## src/ckl_pkg.sv

```systemverilog
// Package with the keyword table, codes and lexer helper functions of the keyword counter.
package ckl_pkg;

   localparam int MAX_WORD_LEN = 99;
   localparam int NUM_KEYWORDS = 14;
   localparam int COUNT_WIDTH  = 16;

   localparam int LEN_W   = $clog2(MAX_WORD_LEN + 1);
   localparam int ID_W    = 4;
   localparam int FUNC_W  = 2;
   localparam int OUT_CNT_W = 16;

   localparam logic [FUNC_W-1:0] FUNC_TEXT = 2'd0;
   localparam logic [FUNC_W-1:0] FUNC_END  = 2'd1;
   localparam logic [FUNC_W-1:0] FUNC_READ = 2'd2;

   localparam logic [7:0] CH_SLASH  = 8'h2F;
   localparam logic [7:0] CH_DQUOTE = 8'h22;
   localparam logic [7:0] CH_SQUOTE = 8'h27;
   localparam logic [7:0] CH_HASH   = 8'h23;
   localparam logic [7:0] CH_SPACE  = 8'h20;
   localparam logic [7:0] CH_LF     = 8'h0A;

   localparam logic [63:0] KW_TEXT [NUM_KEYWORDS] = '{
      "auto", "break", "case", "char", "const", "continue", "default",
      "if", "int", "struct", "unsigned", "void", "volatile", "while"
   };
   localparam logic [3:0] KW_LEN [NUM_KEYWORDS] = '{
      4'd4, 4'd5, 4'd4, 4'd4, 4'd5, 4'd8, 4'd7, 4'd2, 4'd3, 4'd6, 4'd8, 4'd4, 4'd8, 4'd5
   };

   localparam logic [NUM_KEYWORDS-1:0] ALL_KEYS = '1;
   localparam logic [COUNT_WIDTH-1:0]  COUNT_MAX = '1;

   typedef logic [COUNT_WIDTH-1:0] count_type;

   typedef struct packed {
      logic            valid;
      logic            readback;
      logic            hit;
      logic [ID_W-1:0] id;
   } lex_result_type;

   typedef struct packed {
      logic            hit;
      logic [ID_W-1:0] id;
   } kw_match_type;

   function automatic logic kw_is_letter(input logic [7:0] c);
      return (c >= 8'h41 && c <= 8'h5A) || (c >= 8'h61 && c <= 8'h7A);
   endfunction

   function automatic logic kw_is_word_byte(input logic [7:0] c);
      return kw_is_letter(c) || (c >= 8'h30 && c <= 8'h39) || c == 8'h5F;
   endfunction

   function automatic logic kw_is_blank(input logic [7:0] c);
      return c == CH_SPACE || (c >= 8'h09 && c <= 8'h0D);
   endfunction

   function automatic logic [NUM_KEYWORDS-1:0] kw_narrow(
      input logic [NUM_KEYWORDS-1:0] mask,
      input logic [LEN_W-1:0]        pos,
      input logic [7:0]              c
   );
      logic [NUM_KEYWORDS-1:0] res;
      logic [7:0]              kc;
      int                      sh;
      res = mask;
      for (int i = 0; i < NUM_KEYWORDS; i++) begin
         sh = (int'(KW_LEN[i]) - 1 - int'(pos[2:0])) * 8;
         if (sh < 0) sh = 0;
         kc = KW_TEXT[i][sh +: 8];
         if (!(pos < LEN_W'(KW_LEN[i]) && kc == c)) res[i] = 1'b0;
      end
      return res;
   endfunction

   function automatic kw_match_type kw_match(
      input logic [NUM_KEYWORDS-1:0] mask,
      input logic [LEN_W-1:0]        len
   );
      kw_match_type m;
      m = '0;
      for (int i = 0; i < NUM_KEYWORDS; i++) begin
         if (mask[i] && len == LEN_W'(KW_LEN[i])) begin
            m.hit = 1'b1;
            m.id  = ID_W'(i);
         end
      end
      return m;
   endfunction

endpackage

```

## src/ckl_ram.sv

```systemverilog
// Generic single-port-write, single-port-read RAM with registered read data.
module ckl_ram #(
   parameter int WIDTH = 16,
   parameter int DEPTH = 14
) (
   input  logic                     clock,
   input  logic                     we,
   input  logic [$clog2(DEPTH)-1:0] waddr,
   input  logic [WIDTH-1:0]         wdata,
   input  logic                     re,
   input  logic [$clog2(DEPTH)-1:0] raddr,
   output logic [WIDTH-1:0]         rdata
);

   logic [WIDTH-1:0] mem [DEPTH];
   logic [WIDTH-1:0] rdata_ff;

   always_ff @(posedge clock) begin
      if (we) mem[waddr] <= wdata;
      if (re) rdata_ff <= mem[raddr];
   end

   assign rdata = rdata_ff;

endmodule

```

## src/ckl_lexer.sv

```systemverilog
// Byte-serial lexer that tracks the scan state and reports finished words and count reads.
module ckl_lexer (
   input  logic                          clock,
   input  logic                          reset,
   input  logic                          accept,
   input  logic [ckl_pkg::FUNC_W-1:0]    func,
   input  logic [7:0]                    ch,
   input  logic [ckl_pkg::ID_W-1:0]      key_index,
   output ckl_pkg::lex_result_type       result
);
   import ckl_pkg::*;

   localparam logic [2:0] MODE_IDLE   = 3'd0;
   localparam logic [2:0] MODE_WORD   = 3'd1;
   localparam logic [2:0] MODE_LINE   = 3'd2;
   localparam logic [2:0] MODE_DQUOTE = 3'd3;
   localparam logic [2:0] MODE_SQUOTE = 3'd4;
   localparam logic [2:0] MODE_HASH   = 3'd5;

   logic [2:0]              mode_ff, mode_in;
   logic                    pend_ff, pend_in;
   logic [LEN_W-1:0]        len_ff, len_in;
   logic [NUM_KEYWORDS-1:0] mask_ff, mask_in;
   lex_result_type          res;
   logic                    run_idle;
   logic [NUM_KEYWORDS-1:0] grown_mask;
   logic [LEN_W-1:0]        grown_len;
   kw_match_type            grown_match;
   kw_match_type            cur_match;

   assign grown_mask  = kw_narrow(mask_ff, len_ff, ch);
   assign grown_len   = len_ff + LEN_W'(1);
   assign grown_match = kw_match(grown_mask, grown_len);
   assign cur_match   = kw_match(mask_ff, len_ff);

   always_comb begin
      mode_in  = mode_ff;
      pend_in  = pend_ff;
      len_in   = len_ff;
      mask_in  = mask_ff;
      res      = '0;
      run_idle = 1'b0;
      unique case (func)
         FUNC_READ: begin
            res.valid    = 1'b1;
            res.readback = 1'b1;
            res.id       = key_index;
         end
         FUNC_END: begin
            pend_in = 1'b0;
            mode_in = MODE_IDLE;
            if (mode_ff == MODE_WORD) begin
               res.valid = 1'b1;
               res.hit   = cur_match.hit;
               res.id    = cur_match.id;
               len_in    = '0;
               mask_in   = ALL_KEYS;
            end
         end
         FUNC_TEXT: begin
            unique case (mode_ff)
               MODE_WORD: begin
                  if (kw_is_word_byte(ch)) begin
                     mask_in = grown_mask;
                     len_in  = grown_len;
                     if (grown_len >= LEN_W'(MAX_WORD_LEN)) begin
                        res.valid = 1'b1;
                        res.hit   = grown_match.hit;
                        res.id    = grown_match.id;
                        mode_in   = MODE_IDLE;
                        len_in    = '0;
                        mask_in   = ALL_KEYS;
                     end
                  end else begin
                     res.valid = 1'b1;
                     res.hit   = cur_match.hit;
                     res.id    = cur_match.id;
                     mode_in   = MODE_IDLE;
                     len_in    = '0;
                     mask_in   = ALL_KEYS;
                     run_idle  = 1'b1;
                  end
               end
               MODE_LINE: begin
                  if (ch == CH_LF) mode_in = MODE_IDLE;
               end
               MODE_DQUOTE: begin
                  if (ch == CH_DQUOTE) mode_in = MODE_IDLE;
               end
               MODE_SQUOTE: begin
                  if (ch == CH_SQUOTE) mode_in = MODE_IDLE;
               end
               MODE_HASH: begin
                  if (ch == CH_SPACE) mode_in = MODE_IDLE;
               end
               default: begin
                  mode_in = MODE_IDLE;
                  if (pend_ff) begin
                     pend_in = 1'b0;
                     if (ch == CH_SLASH) begin
                        mode_in = MODE_LINE;
                     end else begin
                        run_idle = 1'b1;
                     end
                  end else begin
                     run_idle = 1'b1;
                  end
               end
            endcase
         end
         default: begin
         end
      endcase

      if (run_idle && !kw_is_blank(ch)) begin
         priority if (kw_is_letter(ch)) begin
            mode_in = MODE_WORD;
            mask_in = kw_narrow(ALL_KEYS, '0, ch);
            len_in  = LEN_W'(1);
         end else if (ch == CH_SLASH) begin
            pend_in = 1'b1;
         end else if (ch == CH_DQUOTE) begin
            mode_in = MODE_DQUOTE;
         end else if (ch == CH_SQUOTE) begin
            mode_in = MODE_SQUOTE;
         end else if (ch == CH_HASH) begin
            mode_in = MODE_HASH;
         end else begin
         end
      end
   end

   always_ff @(posedge clock) begin
      if (reset) begin
         mode_ff <= MODE_IDLE;
         pend_ff <= 1'b0;
         len_ff  <= '0;
         mask_ff <= ALL_KEYS;
      end else if (accept) begin
         mode_ff <= mode_in;
         pend_ff <= pend_in;
         len_ff  <= len_in;
         mask_ff <= mask_in;
      end
   end

   always_comb begin
      result       = res;
      result.valid = res.valid && accept;
   end

endmodule

```

## src/ckl_counter.sv

```systemverilog
// Count memory with read-modify-write stage, write forwarding and the result register.
module ckl_counter (
   input  logic                                clock,
   input  logic                                reset,
   input  ckl_pkg::lex_result_type             result,
   output logic                                busy,
   output logic                                rsp_valid,
   input  logic                                rsp_stall,
   output logic                                rsp_is_readback,
   output logic                                rsp_matched,
   output logic [ckl_pkg::ID_W-1:0]            rsp_keyword_id,
   output logic [ckl_pkg::OUT_CNT_W-1:0]       rsp_keyword_count
);
   import ckl_pkg::*;

   localparam int ADDR_W = $clog2(NUM_KEYWORDS);

   logic                    s1_valid_ff;
   logic                    s1_rb_ff;
   logic                    s1_hit_ff;
   logic                    s1_inrange_ff;
   logic [ID_W-1:0]         s1_id_ff;
   logic                    s1_adv;
   logic                    ld_inrange;

   logic [NUM_KEYWORDS-1:0] cnt_valid_ff;
   logic                    fwd_valid_ff;
   logic [ADDR_W-1:0]       fwd_addr_ff;
   count_type               fwd_data_ff;

   logic                    ram_we;
   logic                    ram_re;
   count_type               ram_rdata;
   count_type               old_cnt;
   count_type               new_cnt;
   count_type               out_cnt;

   logic                    rsp_valid_ff;
   logic                    rsp_rb_ff;
   logic                    rsp_hit_ff;
   logic [ID_W-1:0]         rsp_id_ff;
   count_type               rsp_cnt_ff;

   assign ld_inrange = int'(result.id) < NUM_KEYWORDS;
   assign s1_adv     = s1_valid_ff && (!rsp_valid_ff || !rsp_stall);
   assign busy       = s1_valid_ff && !s1_adv;
   assign ram_re     = result.valid && ld_inrange;

   always_comb begin
      old_cnt = '0;
      if (s1_inrange_ff) begin
         priority if (fwd_valid_ff && fwd_addr_ff == s1_id_ff[ADDR_W-1:0]) begin
            old_cnt = fwd_data_ff;
         end else if (cnt_valid_ff[s1_id_ff[ADDR_W-1:0]]) begin
            old_cnt = ram_rdata;
         end else begin
            old_cnt = '0;
         end
      end
      new_cnt = (old_cnt == COUNT_MAX) ? old_cnt : old_cnt + COUNT_WIDTH'(1);
      priority if (s1_rb_ff) begin
         out_cnt = old_cnt;
      end else if (s1_hit_ff) begin
         out_cnt = new_cnt;
      end else begin
         out_cnt = '0;
      end
   end

   assign ram_we = s1_adv && !s1_rb_ff && s1_hit_ff;

   ckl_ram #(
      .WIDTH (COUNT_WIDTH),
      .DEPTH (NUM_KEYWORDS)
   ) u_count_ram (
      .clock (clock),
      .we    (ram_we),
      .waddr (s1_id_ff[ADDR_W-1:0]),
      .wdata (new_cnt),
      .re    (ram_re),
      .raddr (result.id[ADDR_W-1:0]),
      .rdata (ram_rdata)
   );

   always_ff @(posedge clock) begin
      if (reset) begin
         s1_valid_ff  <= 1'b0;
         rsp_valid_ff <= 1'b0;
         cnt_valid_ff <= '0;
         fwd_valid_ff <= 1'b0;
      end else begin
         if (result.valid) begin
            s1_valid_ff <= 1'b1;
         end else if (s1_adv) begin
            s1_valid_ff <= 1'b0;
         end
         if (s1_adv) begin
            rsp_valid_ff <= 1'b1;
         end else if (!rsp_stall) begin
            rsp_valid_ff <= 1'b0;
         end
         if (ram_we) begin
            cnt_valid_ff[s1_id_ff[ADDR_W-1:0]] <= 1'b1;
            fwd_valid_ff <= 1'b1;
         end
      end
   end

   always_ff @(posedge clock) begin
      if (result.valid) begin
         s1_rb_ff      <= result.readback;
         s1_hit_ff     <= result.hit;
         s1_id_ff      <= result.id;
         s1_inrange_ff <= ld_inrange;
      end
      if (ram_we) begin
         fwd_addr_ff <= s1_id_ff[ADDR_W-1:0];
         fwd_data_ff <= new_cnt;
      end
      if (s1_adv) begin
         rsp_rb_ff  <= s1_rb_ff;
         rsp_hit_ff <= s1_hit_ff && !s1_rb_ff;
         rsp_id_ff  <= (s1_rb_ff || s1_hit_ff) ? s1_id_ff : '0;
         rsp_cnt_ff <= out_cnt;
      end
   end

   assign rsp_valid         = rsp_valid_ff;
   assign rsp_is_readback   = rsp_rb_ff;
   assign rsp_matched       = rsp_hit_ff;
   assign rsp_keyword_id    = rsp_id_ff;
   assign rsp_keyword_count = OUT_CNT_W'(rsp_cnt_ff);

   a_stall_only_when_full: assert property (@(posedge clock) disable iff (reset)
      busy |-> s1_valid_ff && rsp_valid_ff)
      else $error("input stalled without a held transaction");

   a_write_on_advance: assert property (@(posedge clock) disable iff (reset)
      ram_we |-> s1_valid_ff && s1_adv && !s1_rb_ff)
      else $error("count written outside a word transaction");

   a_match_nonzero: assert property (@(posedge clock) disable iff (reset)
      rsp_valid && !rsp_is_readback && rsp_matched |-> rsp_keyword_count != '0)
      else $error("matched keyword reported a zero count");

   a_miss_zero: assert property (@(posedge clock) disable iff (reset)
      rsp_valid && !rsp_is_readback && !rsp_matched |->
         rsp_keyword_id == '0 && rsp_keyword_count == '0)
      else $error("unmatched word reported a nonzero id or count");

endmodule

```

## src/c_keyword_lexer_counter.sv

```systemverilog
// Top level of the C keyword lexer and frequency counter.
// The request channel carries one transaction per text byte (func = text),
// an end-of-input marker (func = end) or a count read (func = read with
// key_index). Each transaction is taken when req_valid is high and req_stall
// is low. A finished word or a count read produces one response transaction;
// other bytes produce none. A response shows whether it answers a read, whether
// the word was a keyword, the keyword index and its saturating count.
// On an accepted request the lexer updates its state in the accepting cycle
// and issues a read of the count memory; the count stage then increments,
// writes back and loads the response register once that register is free.
// One request is taken every cycle while responses drain; a back-to-back
// write and read of the same count is forwarded.
// Reset clears the scan state and marks every count as zero through per-entry
// valid flags, so no clearing pass is needed. When the receiver holds
// rsp_stall, one response waits in the output register and one more in the
// count stage; any further request, with or without a response, then sees
// req_stall until the output register drains.
module c_keyword_lexer_counter (
   input  logic                             clock,
   input  logic                             reset,
   input  logic                             req_valid,
   output logic                             req_stall,
   input  logic [ckl_pkg::FUNC_W-1:0]       req_func,
   input  logic [7:0]                       req_ch,
   input  logic [ckl_pkg::ID_W-1:0]         req_key_index,
   output logic                             rsp_valid,
   input  logic                             rsp_stall,
   output logic                             rsp_is_readback,
   output logic                             rsp_matched,
   output logic [ckl_pkg::ID_W-1:0]         rsp_keyword_id,
   output logic [ckl_pkg::OUT_CNT_W-1:0]    rsp_keyword_count
);
   import ckl_pkg::*;

   logic           accept;
   logic           busy;
   lex_result_type lex_result;

   assign accept    = req_valid && !busy;
   assign req_stall = busy;

   ckl_lexer u_lexer (
      .clock     (clock),
      .reset     (reset),
      .accept    (accept),
      .func      (req_func),
      .ch        (req_ch),
      .key_index (req_key_index),
      .result    (lex_result)
   );

   ckl_counter u_counter (
      .clock             (clock),
      .reset             (reset),
      .result            (lex_result),
      .busy              (busy),
      .rsp_valid         (rsp_valid),
      .rsp_stall         (rsp_stall),
      .rsp_is_readback   (rsp_is_readback),
      .rsp_matched       (rsp_matched),
      .rsp_keyword_id    (rsp_keyword_id),
      .rsp_keyword_count (rsp_keyword_count)
   );

endmodule
```

## config.mk

```make
export PLATFORM = sky130hd
export DESIGN_NAME = c_keyword_lexer_counter
export DESIGN_NICKNAME = d
export VERILOG_FILES = /design/src/ckl_pkg.sv /design/src/ckl_ram.sv /design/src/ckl_lexer.sv /design/src/ckl_counter.sv /design/src/c_keyword_lexer_counter.sv
export SDC_FILE = /design/constraint.sdc
export NUM_CORES = 1
export LEC_CHECK = 0
export BUFFER_PORTS_ARGS = -buffer_cell sky130_fd_sc_hd__clkbuf_2
export CORE_MARGIN = 2
export CORE_UTILIZATION = 45
export CTS_CLUSTER_DIAMETER = 30
export DETAILED_ROUTE_END_ITERATION = 10
export PLACE_DENSITY = 0.64
export SETUP_SLACK_MARGIN = 0.5
export SYNTH_ARGS = -nofsm -noshare
export SYNTH_HDL_FRONTEND = slang
export SYNTH_SLANG_ARGS = --single-unit
export TNS_END_PERCENT = 10
```

## constraint.sdc

```tcl
create_clock -name clock -period 7.11 [get_ports clock]
set_input_delay 2.133 -clock clock [delete_from_list [all_inputs] [get_ports clock]]
set_output_delay 2.133 -clock clock [all_outputs]
set_load 0.02 [all_outputs]
```

==> results.txt <==
max-slew violations -> 0
total negative slack -> 0 ns
commonest non-fill, non-tap cell in the layout -> edfxtp_1
Hold Path Class -> reg2reg
pwr dens -> 270 mW/mm2
Final Instance Area -> 0.0192 mm2
global-route wire length before repair -> 66,200 um
DR vias -> 11,800
maximum vdd ir drop -> 167 uV
CTS tree -> done
internal power -> 0.00408 W
arrival time at the worst endpoint -> 6.24 ns
DP Wirelength -> 26,900 um
largest net degree at the start of global routing -> 78
CTS Root Cell -> clkbuf_16
crit start category -> flop
CP required -> 7.33 ns
switching part of the total -> 21.4%
switching pwr -> 0.00111 W
Leak -> 6.95 nW
routability cong. -> 0.916
core area -> 0.0357 mm2
DR WL/cell -> 21.9 um
Cell Area, Synth -> 0.0164 mm2
max_slew headroom -> 19.8%
H-tree levels -> 2
initial antenna violation count -> 0
Synth Area per Inst -> 11.8 um2
DRC -> 0
post-synthesis xor/xnor area fraction -> 2.89%
total global-route track usage -> 22.5%
IO buf count -> 41
layout cells sized above 1 -> 14.8%
skew final -> 0.0204 ns
CP endpoint kind -> flop
synthesized-area fraction occupied by adder cells -> 2.22%
Slew @ Worst Pin -> 1.20 ns
Post-synth EDFFs -> 289
Comb power frac -> 3.3%
critical setup path kind -> reg2reg
num rows -> 69
Initial DRC Count -> 968
DR vias/cell -> 6.03
GRT Residual Overflow -> 0
Async S/R FF share, synth -> 0%
register area share after synthesis -> 58.1%
post-synthesis compound-gate area fraction -> 11.7%
largest family of logic cells by synthesized area -> simple AND/OR/NAND/NOR gates
Tcrit/Tclk final -> 84.6%
setup repair after global routing missed its margin -> no
synth warn -> 0
Layout area overhead -> 17.5%
final hold vios -> 0
Max Freq -> 0.166 GHz
status -> finished, final reports clean
Cells after DPL -> 1,843
Synth area leaders -> edfxtp_1 53%, mux2i_1 7.5%, dfxtp_1 5.1%
simple-gate portion of the synthesized area -> 13.6%
die height -> 195 um
largest area contributor in the synthesized netlist -> edfxtp_1
drt first pass iters -> 5
# diodes -> 0
vias in the first global route -> 11,400
clock share of power -> 56.1%
Die ar. -> 0.0379 mm2
clk sinks -> 331
Syn Nets -> 1,433
post-CTS setup buffer count -> 0
Main synth FF type -> edfxtp_1
Yosys top cell area share -> 53.0%
synth unique cells -> 84
Reg power frac -> 40.6%
TritonCTS Buffers -> 59
Routed WL -> 42,900 um
DP Area -> 0.0171 mm2
clock buffer depth -> 3
Initial Util -> 45.8%
Worst-path clk slew -> 0.05 ns
total power -> 0.00519 W
Final setup viols -> 0
Cells after Synth -> 1,386
clk_lat worst skew -> 0.58 ns
Final Non-Filler Cells -> 1,954
CTS-repair resized insts -> 0
leading cell types in the layout, fill and taps excluded -> 289 x edfxtp_1, 122 x mux2i_1, 111 x nor2_1
Yosys reg bits -> 331
Die Wd -> 195 um
post-route ant nets -> 0
Hold-fix buffers, CTS -> 0
num ports -> 42
mux cell area share after synthesis -> 8.40%
crit path time final -> 6.02 ns
CP max FO -> 15
# nets final -> 1,490
Max-Cap Viols -> 0
-- routing by layer --
layer	up-vias	track usage, %	routed length (um)	share of wire, %
met2	426	38.0	20800	49
met5	-	0	0	0
met4	0	8.23	1180	2.8
met1	5834	29.6	18400	43
met3	82	3.30	2440	5.7
li1	5440	-	-	-
-- critical path: stages, from the launching register on --
cell and delay, ns:
edfxtp_1 0.74, xnor2_1 0.18, nand3_1 0.48, nor2_1 0.48, nand2_1 0.14, a21oi_1 0.45
ha_1 0.34, o2111ai_1 0.13, o22a_1 0.34, or3b_1 0.44, or4_1 0.53, or2_1 0.30
and4b_1 0.26, xnor2_1 0.84
-- metrics by stage --
stage	setup slack, ns	utilization (%)	hold slack (ns)
detailed placement	1.19	48.0	0.457
global placement	1.31	48.0	0.442
CTS	1.13	53.8	0.469
finish	1.09	53.8	0.468
global route	0.618	53.8	0.496
floorplan	1.00	-	0.421
-- cell families after synthesis --
logic type	count (synthesis)
AOI/OAI and AO/OA	287
xor gates and xnor gates	54
adders and majority gates	29
buffers and inverters	116
DFF	331
muxes	132
and+or+nand+nor	437
-- flip-flops by register name (all words and copies together), names as in the netlist, 7 cells and up --
signal,flops
u_counter.u_count_ram.mem,224
u_lexer.mask_ff,14
u_counter.fwd_data_ff,16
u_counter.u_count_ram.rdata,16
u_lexer.len_ff,7
u_counter.rsp_keyword_count,16
u_counter.cnt_valid_ff,14
-- layout make-up --
class | count | area (um2)
tap | 461 | 577
multi-input combinational | 939 | 6430
clock inverter | 47 | 581
fill | 3043 | 16500
clock buffer | 64 | 1520
sequential | 331 | 9520
inverter | 34 | 128
timing repair buffer | 78 | 495
-- Yosys cell counts, drive strengths merged, types with 10 or more instances --
cell type	n
dfxtp	42
nand3	46
inv	34
nand2	93
o21ai	52
clkbuf	57
or3	12
a21oi	58
xor2	18
a31oi	13
nand2b	10
a211oi	13
or4	25
mux2i	122
and2	14
nor2b	16
and3	12
ha	29
edfxtp	289
nor3	35
nor2	121
buf	25
xnor2	36
o22ai	59
-- path summary, 6_finish.rpt --
kind | start | to | slack (ns) | depth (start not counted)
worst max-delay path | u_counter.s1_id_ff[1]$_DFFE_PP_ | u_counter.u_count_ram.mem[13][8]$_DFFE_PP_ | 1.09 | 13
worst min-delay path | u_counter.cnt_valid_ff[10]$_SDFFE_PP0P_ | u_counter.cnt_valid_ff[10]$_SDFFE_PP0P_ | 0.47 | 2
worst max register to register | u_counter.s1_id_ff[1]$_DFFE_PP_ | u_counter.u_count_ram.mem[13][8]$_DFFE_PP_ | 1.09 | 13
worst min register to register | u_counter.cnt_valid_ff[10]$_SDFFE_PP0P_ | u_counter.cnt_valid_ff[10]$_SDFFE_PP0P_ | 0.47 | 2
-- power by group through the flow --
stage | clock, W | sequential, W | combinational (W)
floorplan | 0 | 0.00214 | 0.000120
global placement | 0 | 0.00215 | 0.000168
detailed placement | 0 | 0.00215 | 0.000169
CTS | 0.00294 | 0.00211 | 0.000170
global route | 0.00304 | 0.00211 | 0.000186
finish | 0.00291 | 0.00211 | 0.000172
Power figures use the tool's default switching activity.
